`src/sv/tlshp_pkg.sv`:
```
`timescale 1ns / 1ps

package tlshp_pkg;

    // Largest buffer the parser accepts, in bytes
    localparam int unsigned MAX_BUFFER = 16384;

    localparam int POS_W  = 15;
    localparam int BLEN_W = 15;
    localparam logic [POS_W-1:0] POS_MAX = '1;

    // Handshake message types
    localparam logic [7:0] HS_HELLO = 8'd2;
    localparam logic [7:0] HS_CERT  = 8'd11;
    localparam logic [7:0] HS_KEYX  = 8'd12;
    localparam logic [7:0] HS_DONE  = 8'd14;

    localparam logic [23:0] HELLO_MIN_BODY = 24'd38;
    localparam logic [23:0] KEYX_MIN_BODY  = 24'd69;
    localparam logic [15:0] CURVE_P256     = 16'h0017;
    localparam logic [7:0]  CURVE_NAMED    = 8'd3;
    localparam logic [7:0]  POINT_LEN      = 8'd65;
    localparam logic [7:0]  POINT_UNCOMP   = 8'h04;
    localparam logic [15:0] SID_POS        = 16'd38;
    localparam logic [15:0] SUITE_BASE     = 16'd39;

    typedef enum logic [1:0] {
        ST_PENDING = 2'd0,
        ST_GO      = 2'd1,
        ST_FAIL    = 2'd2
    } status_t;

    typedef enum logic [1:0] {
        KIND_RANDOM  = 2'd0,
        KIND_POINT_X = 2'd1,
        KIND_POINT_Y = 2'd2,
        KIND_FINAL   = 2'd3
    } kind_t;

    typedef enum logic [2:0] {
        PROG_NONE  = 3'd0,
        PROG_HELLO = 3'd1,
        PROG_CERT  = 3'd2,
        PROG_KEYX  = 3'd3,
        PROG_DONE  = 3'd4
    } prog_t;

    // Seen flags: bit0 hello, bit1 certificate, bit2 done, bit3 ecdhe
    typedef struct packed {
        logic ecdhe;
        logic done;
        logic cert;
        logic hello;
    } flags_t;

    typedef struct packed {
        kind_t       kind;
        logic [4:0]  byte_index;
        logic [7:0]  captured_byte;
        logic        success;
        logic [7:0]  message_type;
        prog_t       handshake_state;
        logic [15:0] protocol_version;
        logic [15:0] chosen_suite;
        flags_t      flags;
    } result_t;

endpackage

```
`src/sv/tlshp_core.sv`:
```
`timescale 1ns / 1ps

// Per-byte parser state and decode; one byte per step, result is combinational.
module tlshp_core
(
    input  logic                            clk,
    input  logic                            rst_n,
    input  logic                            step,
    input  logic [7:0]                      data_byte,
    input  logic [tlshp_pkg::BLEN_W-1:0]    buffer_length,
    input  logic                            last_byte,
    output logic                            res_valid,
    output tlshp_pkg::result_t              res
);

    logic [tlshp_pkg::POS_W-1:0] pos_reg;
    logic [7:0]                  type_reg, type_next;
    logic [23:0]                 body_reg, body_next;
    logic [7:0]                  sid_reg, sid_next;
    tlshp_pkg::status_t          status_reg, status_next;
    logic                        pco_reg, pco_next;
    logic [15:0]                 ver_reg, ver_next;
    logic [15:0]                 suite_reg, suite_next;
    tlshp_pkg::prog_t            prog_reg, prog_next;
    tlshp_pkg::flags_t           flags_reg, flags_next;

    logic [15:0]       pos16;
    logic              cap_valid;
    tlshp_pkg::kind_t  cap_kind;
    logic [4:0]        cap_idx;
    logic              ok;
    logic              len_bad;
    logic              size_bad;

    assign pos16 = {1'b0, pos_reg};

    // header length checks, evaluated on the fourth byte
    assign len_bad  = ({1'b0, body_next} + 25'd4) > {10'd0, buffer_length};
    assign size_bad = {2'b00, buffer_length} > 17'(tlshp_pkg::MAX_BUFFER);

    always_comb
    begin
        type_next   = (pos_reg == '0) ? data_byte : type_reg;
        body_next   = body_reg;
        if (pos_reg >= 15'd1 && pos_reg <= 15'd3)
        begin
            body_next = {body_reg[15:0], data_byte};
        end
        sid_next    = sid_reg;
        status_next = status_reg;
        pco_next    = pco_reg;
        ver_next    = ver_reg;
        suite_next  = suite_reg;
        cap_valid   = 1'b0;
        cap_kind    = tlshp_pkg::KIND_RANDOM;
        cap_idx     = '0;

        if (pos_reg == 15'd3)
        begin
            if (len_bad || size_bad)
            begin
                status_next = tlshp_pkg::ST_FAIL;
            end
            else if (type_reg == tlshp_pkg::HS_HELLO)
            begin
                status_next = (body_next < tlshp_pkg::HELLO_MIN_BODY) ?
                              tlshp_pkg::ST_FAIL : tlshp_pkg::ST_GO;
            end
            else if (type_reg == tlshp_pkg::HS_CERT || type_reg == tlshp_pkg::HS_DONE)
            begin
                status_next = tlshp_pkg::ST_GO;
            end
            else if (type_reg == tlshp_pkg::HS_KEYX)
            begin
                status_next = tlshp_pkg::ST_GO;
                pco_next    = (body_next >= tlshp_pkg::KEYX_MIN_BODY);
            end
            else
            begin
                status_next = tlshp_pkg::ST_FAIL;
            end
        end
        else if (status_reg == tlshp_pkg::ST_GO && type_reg == tlshp_pkg::HS_HELLO)
        begin
            if (pos_reg == 15'd4)
            begin
                ver_next = {data_byte, ver_reg[7:0]};
            end
            else if (pos_reg == 15'd5)
            begin
                ver_next = {ver_reg[15:8], data_byte};
            end
            else if (pos_reg >= 15'd6 && pos_reg < 15'd38)
            begin
                cap_valid = 1'b1;
                cap_kind  = tlshp_pkg::KIND_RANDOM;
                cap_idx   = 5'(pos_reg - 15'd6);
            end
            else if (pos16 == tlshp_pkg::SID_POS)
            begin
                sid_next = data_byte;
                // suite must fit inside the buffer
                if (tlshp_pkg::SUITE_BASE + 16'd2 + {8'd0, data_byte} >
                    {1'b0, buffer_length})
                begin
                    status_next = tlshp_pkg::ST_FAIL;
                end
            end
            else if (pos16 == tlshp_pkg::SUITE_BASE + {8'd0, sid_reg})
            begin
                suite_next = {data_byte, suite_reg[7:0]};
            end
            else if (pos16 == tlshp_pkg::SUITE_BASE + 16'd1 + {8'd0, sid_reg})
            begin
                suite_next = {suite_reg[15:8], data_byte};
            end
        end
        else if (status_reg == tlshp_pkg::ST_GO && type_reg == tlshp_pkg::HS_KEYX && pco_reg)
        begin
            if ((pos_reg == 15'd4 && data_byte != tlshp_pkg::CURVE_NAMED) ||
                (pos_reg == 15'd5 && data_byte != tlshp_pkg::CURVE_P256[15:8]) ||
                (pos_reg == 15'd6 && data_byte != tlshp_pkg::CURVE_P256[7:0]) ||
                (pos_reg == 15'd7 && data_byte != tlshp_pkg::POINT_LEN) ||
                (pos_reg == 15'd8 && data_byte != tlshp_pkg::POINT_UNCOMP))
            begin
                pco_next = 1'b0;
            end
            else if (pos_reg >= 15'd9 && pos_reg < 15'd41)
            begin
                cap_valid = 1'b1;
                cap_kind  = tlshp_pkg::KIND_POINT_X;
                cap_idx   = 5'(pos_reg - 15'd9);
            end
            else if (pos_reg >= 15'd41 && pos_reg < 15'd73)
            begin
                cap_valid = 1'b1;
                cap_kind  = tlshp_pkg::KIND_POINT_Y;
                cap_idx   = 5'(pos_reg - 15'd41);
            end
        end
    end

    // end-of-buffer verdict and kept state
    always_comb
    begin
        ok         = (status_next == tlshp_pkg::ST_GO);
        prog_next  = prog_reg;
        flags_next = flags_reg;
        if (ok)
        begin
            unique case (type_next)
                tlshp_pkg::HS_HELLO:
                begin
                    if (pos16 >= tlshp_pkg::SUITE_BASE + 16'd1 + {8'd0, sid_next})
                    begin
                        flags_next.hello = 1'b1;
                        prog_next        = tlshp_pkg::PROG_HELLO;
                    end
                    else
                    begin
                        ok = 1'b0;
                    end
                end
                tlshp_pkg::HS_CERT:
                begin
                    flags_next.cert = 1'b1;
                    prog_next       = tlshp_pkg::PROG_CERT;
                end
                tlshp_pkg::HS_KEYX:
                begin
                    prog_next = tlshp_pkg::PROG_KEYX;
                    if (pco_next && pos_reg >= 15'd72)
                    begin
                        flags_next.ecdhe = 1'b1;
                    end
                end
                default:
                begin
                    flags_next.done = 1'b1;
                    prog_next       = tlshp_pkg::PROG_DONE;
                end
            endcase
        end
    end

    always_comb
    begin
        res       = '0;
        res_valid = step && (last_byte || cap_valid);
        if (last_byte)
        begin
            res.kind             = tlshp_pkg::KIND_FINAL;
            res.byte_index       = cap_valid ? cap_idx : 5'd0;
            res.captured_byte    = cap_valid ? data_byte : 8'd0;
            res.success          = ok;
            res.message_type     = type_next;
            res.handshake_state  = prog_next;
            res.protocol_version = ver_next;
            res.chosen_suite     = suite_next;
            res.flags            = flags_next;
        end
        else
        begin
            res.kind          = cap_kind;
            res.byte_index    = cap_idx;
            res.captured_byte = data_byte;
        end
    end

    always_ff @(posedge clk or negedge rst_n)
    begin
        if (!rst_n)
        begin
            pos_reg    <= '0;
            type_reg   <= '0;
            body_reg   <= '0;
            sid_reg    <= '0;
            status_reg <= tlshp_pkg::ST_PENDING;
            pco_reg    <= 1'b0;
            ver_reg    <= '0;
            suite_reg  <= '0;
            prog_reg   <= tlshp_pkg::PROG_NONE;
            flags_reg  <= '0;
        end
        else if (step)
        begin
            ver_reg   <= ver_next;
            suite_reg <= suite_next;
            if (last_byte)
            begin
                pos_reg    <= '0;
                type_reg   <= '0;
                body_reg   <= '0;
                sid_reg    <= '0;
                status_reg <= tlshp_pkg::ST_PENDING;
                pco_reg    <= 1'b0;
                prog_reg   <= prog_next;
                flags_reg  <= flags_next;
            end
            else
            begin
                if (pos_reg != tlshp_pkg::POS_MAX)
                begin
                    pos_reg <= pos_reg + 15'd1;
                end
                type_reg   <= type_next;
                body_reg   <= body_next;
                sid_reg    <= sid_next;
                status_reg <= status_next;
                pco_reg    <= pco_next;
            end
        end
    end

    a_clear_on_last: assert property (@(posedge clk) disable iff (!rst_n)
        step && last_byte |=> pos_reg == '0 && status_reg == tlshp_pkg::ST_PENDING)
        else $error("message state not cleared after last byte");

    a_pos_advance: assert property (@(posedge clk) disable iff (!rst_n)
        step && !last_byte && pos_reg != tlshp_pkg::POS_MAX
        |=> pos_reg == $past(pos_reg) + 15'd1)
        else $error("byte position did not advance");

    a_header_pending: assert property (@(posedge clk) disable iff (!rst_n)
        pos_reg <= 15'd3 |-> status_reg == tlshp_pkg::ST_PENDING)
        else $error("status decided before header complete");

    a_capture_needs_go: assert property (@(posedge clk) disable iff (!rst_n)
        res_valid && res.kind != tlshp_pkg::KIND_FINAL |-> status_reg == tlshp_pkg::ST_GO)
        else $error("capture from a message not in progress");

    a_flags_on_last: assert property (@(posedge clk) disable iff (!rst_n)
        !(step && last_byte) |=> $stable(flags_reg) && $stable(prog_reg))
        else $error("kept flags changed away from a last byte");

endmodule

```
`src/sv/tls_server_handshake_parser.sv`:
```
`timescale 1ns / 1ps

// Streaming parser for one server-side TLS 1.2 handshake message per buffer.
// Each input word carries one payload byte and the buffer length; tlast marks
// the final byte. ServerHello random bytes and the ServerKeyExchange P-256
// point X/Y bytes come out as they pass (tuser = kind 0/1/2); the last byte
// of a buffer yields one final-status word (kind 3) with success, type, kept
// handshake state, version, cipher suite and seen flags. Throughput is one
// byte per clock unless m_axis_tready stalls the output: each byte is
// decoded combinationally between the input and output registers, the
// parser state being updated in the same cycle. Buffer lengths above
// 16384 bytes are rejected.
module tls_server_handshake_parser
(
    input  logic        clk,
    input  logic        rst_n,
    // slave: [7:0] data_byte, [22:8] buffer_length, [23] zero
    input  logic        s_axis_tvalid,
    output logic        s_axis_tready,
    input  logic [23:0] s_axis_tdata,
    input  logic        s_axis_tlast,
    // master: [4:0] byte_index, [12:5] captured_byte, [13] success,
    // [21:14] message_type, [24:22] handshake_state, [40:25] protocol_version,
    // [56:41] chosen_suite, [57] hello_seen, [58] certificate_seen,
    // [59] done_seen, [60] ecdhe_agreed, [63:61] zero
    output logic        m_axis_tvalid,
    input  logic        m_axis_tready,
    output logic [63:0] m_axis_tdata,
    // [1:0] result_kind
    output logic [1:0]  m_axis_tuser
);

    // input stage
    logic                         in_valid_reg;
    logic [7:0]                   in_byte_reg;
    logic [tlshp_pkg::BLEN_W-1:0] in_blen_reg;
    logic                         in_last_reg;

    // output stage
    logic                 out_valid_reg;
    tlshp_pkg::result_t   out_res_reg;

    logic                 advance;
    logic                 core_valid;
    tlshp_pkg::result_t   core_res;

    // a byte moves on whenever the output slot is free or being drained
    assign advance       = in_valid_reg && (!out_valid_reg || m_axis_tready);
    assign s_axis_tready = !in_valid_reg || advance;

    always_ff @(posedge clk or negedge rst_n)
    begin
        if (!rst_n)
        begin
            in_valid_reg <= 1'b0;
        end
        else if (s_axis_tready)
        begin
            in_valid_reg <= s_axis_tvalid;
        end
    end

    always_ff @(posedge clk)
    begin
        if (s_axis_tready && s_axis_tvalid)
        begin
            in_byte_reg <= s_axis_tdata[7:0];
            in_blen_reg <= s_axis_tdata[22:8];
            in_last_reg <= s_axis_tlast;
        end
    end

    tlshp_core u_core
    (
        .clk           (clk),
        .rst_n         (rst_n),
        .step          (advance),
        .data_byte     (in_byte_reg),
        .buffer_length (in_blen_reg),
        .last_byte     (in_last_reg),
        .res_valid     (core_valid),
        .res           (core_res)
    );

    always_ff @(posedge clk or negedge rst_n)
    begin
        if (!rst_n)
        begin
            out_valid_reg <= 1'b0;
        end
        else if (advance)
        begin
            out_valid_reg <= core_valid;
        end
        else if (m_axis_tready)
        begin
            out_valid_reg <= 1'b0;
        end
    end

    always_ff @(posedge clk)
    begin
        if (advance && core_valid)
        begin
            out_res_reg <= core_res;
        end
    end

    assign m_axis_tvalid = out_valid_reg;
    assign m_axis_tuser  = out_res_reg.kind;
    assign m_axis_tdata  = {3'b000,
                            out_res_reg.flags.ecdhe,
                            out_res_reg.flags.done,
                            out_res_reg.flags.cert,
                            out_res_reg.flags.hello,
                            out_res_reg.chosen_suite,
                            out_res_reg.protocol_version,
                            out_res_reg.handshake_state,
                            out_res_reg.message_type,
                            out_res_reg.success,
                            out_res_reg.captured_byte,
                            out_res_reg.byte_index};

    a_no_overwrite: assert property (@(posedge clk) disable iff (!rst_n)
        out_valid_reg && !m_axis_tready |=> out_valid_reg && $stable(out_res_reg))
        else $error("pending result overwritten");

    a_advance_needs_slot: assert property (@(posedge clk) disable iff (!rst_n)
        advance |-> in_valid_reg && (!out_valid_reg || m_axis_tready))
        else $error("byte advanced into a full output stage");

    a_stall_holds_input: assert property (@(posedge clk) disable iff (!rst_n)
        in_valid_reg && !advance |=> in_valid_reg && $stable(in_byte_reg)
        && $stable(in_last_reg))
        else $error("stalled input byte lost");

endmodule
```
`config.mk`:
```
export PLATFORM = sky130hd
export DESIGN_NAME = tls_server_handshake_parser
export DESIGN_NICKNAME = d
export VERILOG_FILES = /design/src/sv/tlshp_pkg.sv /design/src/sv/tlshp_core.sv /design/src/sv/tls_server_handshake_parser.sv
export SDC_FILE = /design/constraint.sdc
export NUM_CORES = 1
export LEC_CHECK = 0
export ABC_AREA = 1
export BUFFER_PORTS_ARGS = -buffer_cell sky130_fd_sc_hd__clkbuf_2
export CAP_MARGIN = 40
export CORE_ASPECT_RATIO = 0.8
export CORE_MARGIN = 8
export CORE_UTILIZATION = 55
export CTS_BUF_LIST = sky130_fd_sc_hd__clkbuf_4 sky130_fd_sc_hd__clkbuf_8
export DETAILED_ROUTE_END_ITERATION = 6
export GPL_ROUTABILITY_DRIVEN = 0
export PLACE_DENSITY_LB_ADDON = 0.15
export SYNTH_ARGS = -nofsm -noshare
export SYNTH_HDL_FRONTEND = slang
export SYNTH_SLANG_ARGS = --single-unit
```
`constraint.sdc`:
```
create_clock -name clk -period 11.67 [get_ports clk]
set_input_delay 3.501 -clock clk [delete_from_list [all_inputs] [get_ports clk]]
set_output_delay 3.501 -clock clk [all_outputs]
set_load 0.01 [all_outputs]
```
==> results summary <==
For this run, asynchronously set or reset flops after synthesis account for 0.5323. The static leakage is 5.842 nW. Static timing analysis puts the maximum clock frequency at 135.4 MHz. The detail-routed net length per standard cell is 17.34 um. The effective utilization at floorplan came out at 0.5637. The vertical die dimension came out at 144.0 um. The critical path crosses 4 cells after its start point. The global-route usage over all layers came out at 0.2485. From synthesis to final layout, the design area changed by 9.481%. The number of flip-flops and latches in the synthesized netlist is 186.

STA classifies the critical path startpoint as a primary input. Setup violations remaining at the end of the flow were counted as 0. The number of global-route vias before repair was 9482.

After synthesis, the largest family of logic cells by area is simple AND/OR/NAND/NOR gates. The CTS tree is yes. The combined buffer and inverter count along the critical path came out at 3. The sum of negative setup slack came out at 0 ns. The floorplan core area is 19970 um2. Yosys mapped the design onto 56 distinct sky130hd cell types. The first global-routing pass estimated 49760 um of wire. The clock latency on the worst-skew pair is 0.48 ns. 97 I/O pins were placed. The detailed-placement wirelength estimate is 22270 um. The cell depth of the worst min-delay path is 2. The flip-flop count of the largest register, all copies and words added came out at 61. The min-delay analysis places its worst path in the category flop to flop. Of the cells placed in the final design, the portion with a size suffix greater than 1 is 0.1213. The first TritonRoute pass finished after 5 iterations.

The arithmetic-cell share of the synthesized area counting full adders, half adders and majority gates is 0.05335. The relative slew slack is 0.4264. The worst setup path is of the primary input to output pin kind. The H-tree level count is 4. Clock-pin slew was measured on the worst setup and hold paths at 0.10 ns. Entering global routing, the biggest net connects 71 pins. The initial antenna violation count is 0. The number of synthesized flops with an enable pin is 87. Synthesis produced 1417 cells.

Row generation in the floorplan step produced 46 rows. The final number of max-transition violations is 0. The overflow left after global routing is 0. The cell repeated most along the worst path is sky130_fd_sc_hd__clkbuf_2. The repair_antennas step left the layout with diodes totalling 0. CTS saw 186 sinks. Dividing the final minimum period by the clock period gives 0.6327. The final hold violation count is 0. The critical path goes through clkbuf_2, inv_1, nand3_1, clkbuf_2. The post-cts hold buffer count is 0.

Once the clock tree was built, the setup fixing pass inserted 0 buffers. Of the total synthesized cell area, the portion taken by AND, OR, NAND and NOR gates is 0.2553. Clock skew on the completed layout was measured at 0.02174 ns. The worst endpoint data arrival time came out at 3.88 ns. Leaving out fill and tap cells, the most frequent cell in the layout is sky130_fd_sc_hd__nand2_1. The number of nets in the final layout came out at 1564. The portion of the post-synthesis area used by sequential elements is 0.4522.

The largest vdd supply drop is 0.0001536 V. During placement, the flow inserted port buffers numbering 92. For this run, the share of the core covered by cells in the final layout is 0.6171. The chip width is 176.0 um. Measured in cells, the most critical reg-to-reg path has a length of 31. The via count of the routed design is 9835. The full die area is 25330 um2. The share of the synthesized area in compound gates (AO/OA/AOI/OAI) came out at 0.1169. The xor and xnor area share after synthesis came out at 0.02957. The slowest stage of the critical path is the sky130_fd_sc_hd__clkbuf_2 cell. The netlist area before placement is 11260 um2. The number of gates resized after cts came out at 0.

The number of DRC markers after the initial detailed-route iteration is 1090. The top cell types in the final layout, fill and taps aside, are sky130_fd_sc_hd__nand2_1, sky130_fd_sc_hd__inv_1, sky130_fd_sc_hd__nor2_1. The measured slew at the worst slew-check pin is 0.8525 ns.

The clock tree buffer depth is 2. The post-route minimum period came out at 7.384 ns. On the critical path the largest part of the delay comes from buffers and inverters. The longest individual stage delay on the worst path is 0.15 ns.

Along the worst path, the maximum fanout reaches 3. The wire length after detailed routing came out at 30590 um. The total DRC errors in the routed layout is 0. The tool flagged a number of max-cap violations equal to 0.

The via density per instance is 5.575. The flow ran to the end, and the final reports show no timing, DRC or antenna violations. The data required time of the critical path is 8.17 ns. Setup repair after global routing left no endpoint under its margin. STA classifies the critical path endpoint as an output pin. A synthesized cell averages 7.944 um2. The commonest register cell after synthesis is sky130_fd_sc_hd__dfrtp_1. The share of cell area taken by muxes after synthesis came out at 0.007113. The number of warnings reported in the yosys synthesis log came out at 0.

Clock tree synthesis selected as its root buffer the cell sky130_fd_sc_hd__clkbuf_8. The residual antenna-violating net count after detailed routing is 0. The total power per unit cell area came out at 225.9 nW/um2. The number of CTS-inserted buffers came out at 17.
==> metrics by stage <==
step,instances,hold WS (ns),total power [mW],instance area (um2),setup WS (ns)
5_1_grt,1764,0.4866,3.021,12320,4.228
6_report,1764,0.4696,2.784,12320,4.286
2_1_floorplan,1419,0.4226,1.966,11260,2.701
4_1_cts,1764,0.4727,2.764,12320,4.282
3_3_place_gp,1731,0.4339,2.253,11860,4.279
3_5_place_dp,1732,0.4469,2.290,11880,4.286
==> where the power goes <==
| group | switching [mW] | internal [mW] | total, mW |
|---|---|---|---|
| Sequential | 0.0719 | 0.774 | 0.846 |
| Clock | 0.279 | 0.193 | 0.472 |
| Combinational | 1.02 | 0.446 | 1.47 |
==> synth_stat cells (11+ instances only) <==
cell type | number | area [um2]
sky130_fd_sc_hd__nand3_1 | 84 | 420.4
sky130_fd_sc_hd__inv_1 | 175 | 656.9
sky130_fd_sc_hd__xor2_1 | 27 | 236.5
sky130_fd_sc_hd__o22ai_1 | 38 | 237.7
sky130_fd_sc_hd__nor4_1 | 14 | 87.58
sky130_fd_sc_hd__xnor2_1 | 11 | 96.34
sky130_fd_sc_hd__nor2_1 | 150 | 563.0
sky130_fd_sc_hd__clkbuf_1 | 32 | 120.1
sky130_fd_sc_hd__nand2_2 | 14 | 87.58
sky130_fd_sc_hd__ha_1 | 48 | 600.6
sky130_fd_sc_hd__edfxtp_1 | 87 | 2613
sky130_fd_sc_hd__nand4_1 | 18 | 112.6
sky130_fd_sc_hd__nor3_1 | 26 | 130.1
sky130_fd_sc_hd__nand2_1 | 339 | 1272
sky130_fd_sc_hd__o21ai_0 | 97 | 485.5
sky130_fd_sc_hd__a21oi_1 | 59 | 295.3
sky130_fd_sc_hd__dfrtp_1 | 99 | 2477
==> worst paths after layout <==
kind                                                      start                               to  slack [ns]
worst max-delay path                              m_axis_tready                    s_axis_tready        4.29
worst min-delay path            u_core.flags_reg[3]$_DFFE_PN0P_  u_core.flags_reg[3]$_DFFE_PN0P_        0.47
worst max register to register    u_core.pos_reg[1]$_DFFE_PN0P_   m_axis_tdata[24]$_SDFFCE_PN0P_        5.40
worst min register to register  u_core.flags_reg[3]$_DFFE_PN0P_  u_core.flags_reg[3]$_DFFE_PN0P_        0.47
max in group asynchronous                                 rst_n   u_core.type_reg[3]$_DFFE_PN0P_        7.61
min in group asynchronous                                 rst_n  u_core.body_reg[19]$_DFFE_PN0P_        2.97
==> cell families after synthesis <==
kind of cell,after synthesis
AO/OA/AOI/OAI,230
XOR/XNOR,38
adder cells (fa/ha/maj),48
buffers and inverters,237
flip-flops,186
multiplexers,8
other,1
AND/OR/NAND/NOR,669
==> worst register-to-register path, delay by kind of cell (launching register included) <==
kind / cells / cell delay [ns]
AND/OR/NAND/NOR: 19 / 2.74
AO/OA/AOI/OAI: 6 / 0.99
buffers and inverters: 3 / 0.81
flip-flops: 1 / 0.60
adder cells (fa/ha/maj): 2 / 0.56
XOR/XNOR: 1 / 0.28
==> per-layer routing <==
layer | vias up | wire (um) | track usage | share of wire
li1 | 4831 | - | - | -
met1 | 4540 | 14020 | 0.3556 | 0.46
met2 | 426 | 12960 | 0.3644 | 0.42
met3 | 38 | 3166 | 0.06924 | 0.10
met4 | 0 | 448 | 0.06233 | 0.015
met5 | - | 0 | 0 | 0
==> cell type report <==
cell class | instances | area, um2
flip-flops and latches | 186 | 5090
clock inverters | 14 | 192.7
well taps | 264 | 330.3
multi-input cells | 996 | 5229
fillers | 1779 | 7647
clock buffers | 18 | 247.7
repair buffers | 100 | 535.5
inverters | 186 | 699.4
Power figures use the tool's default switching activity.
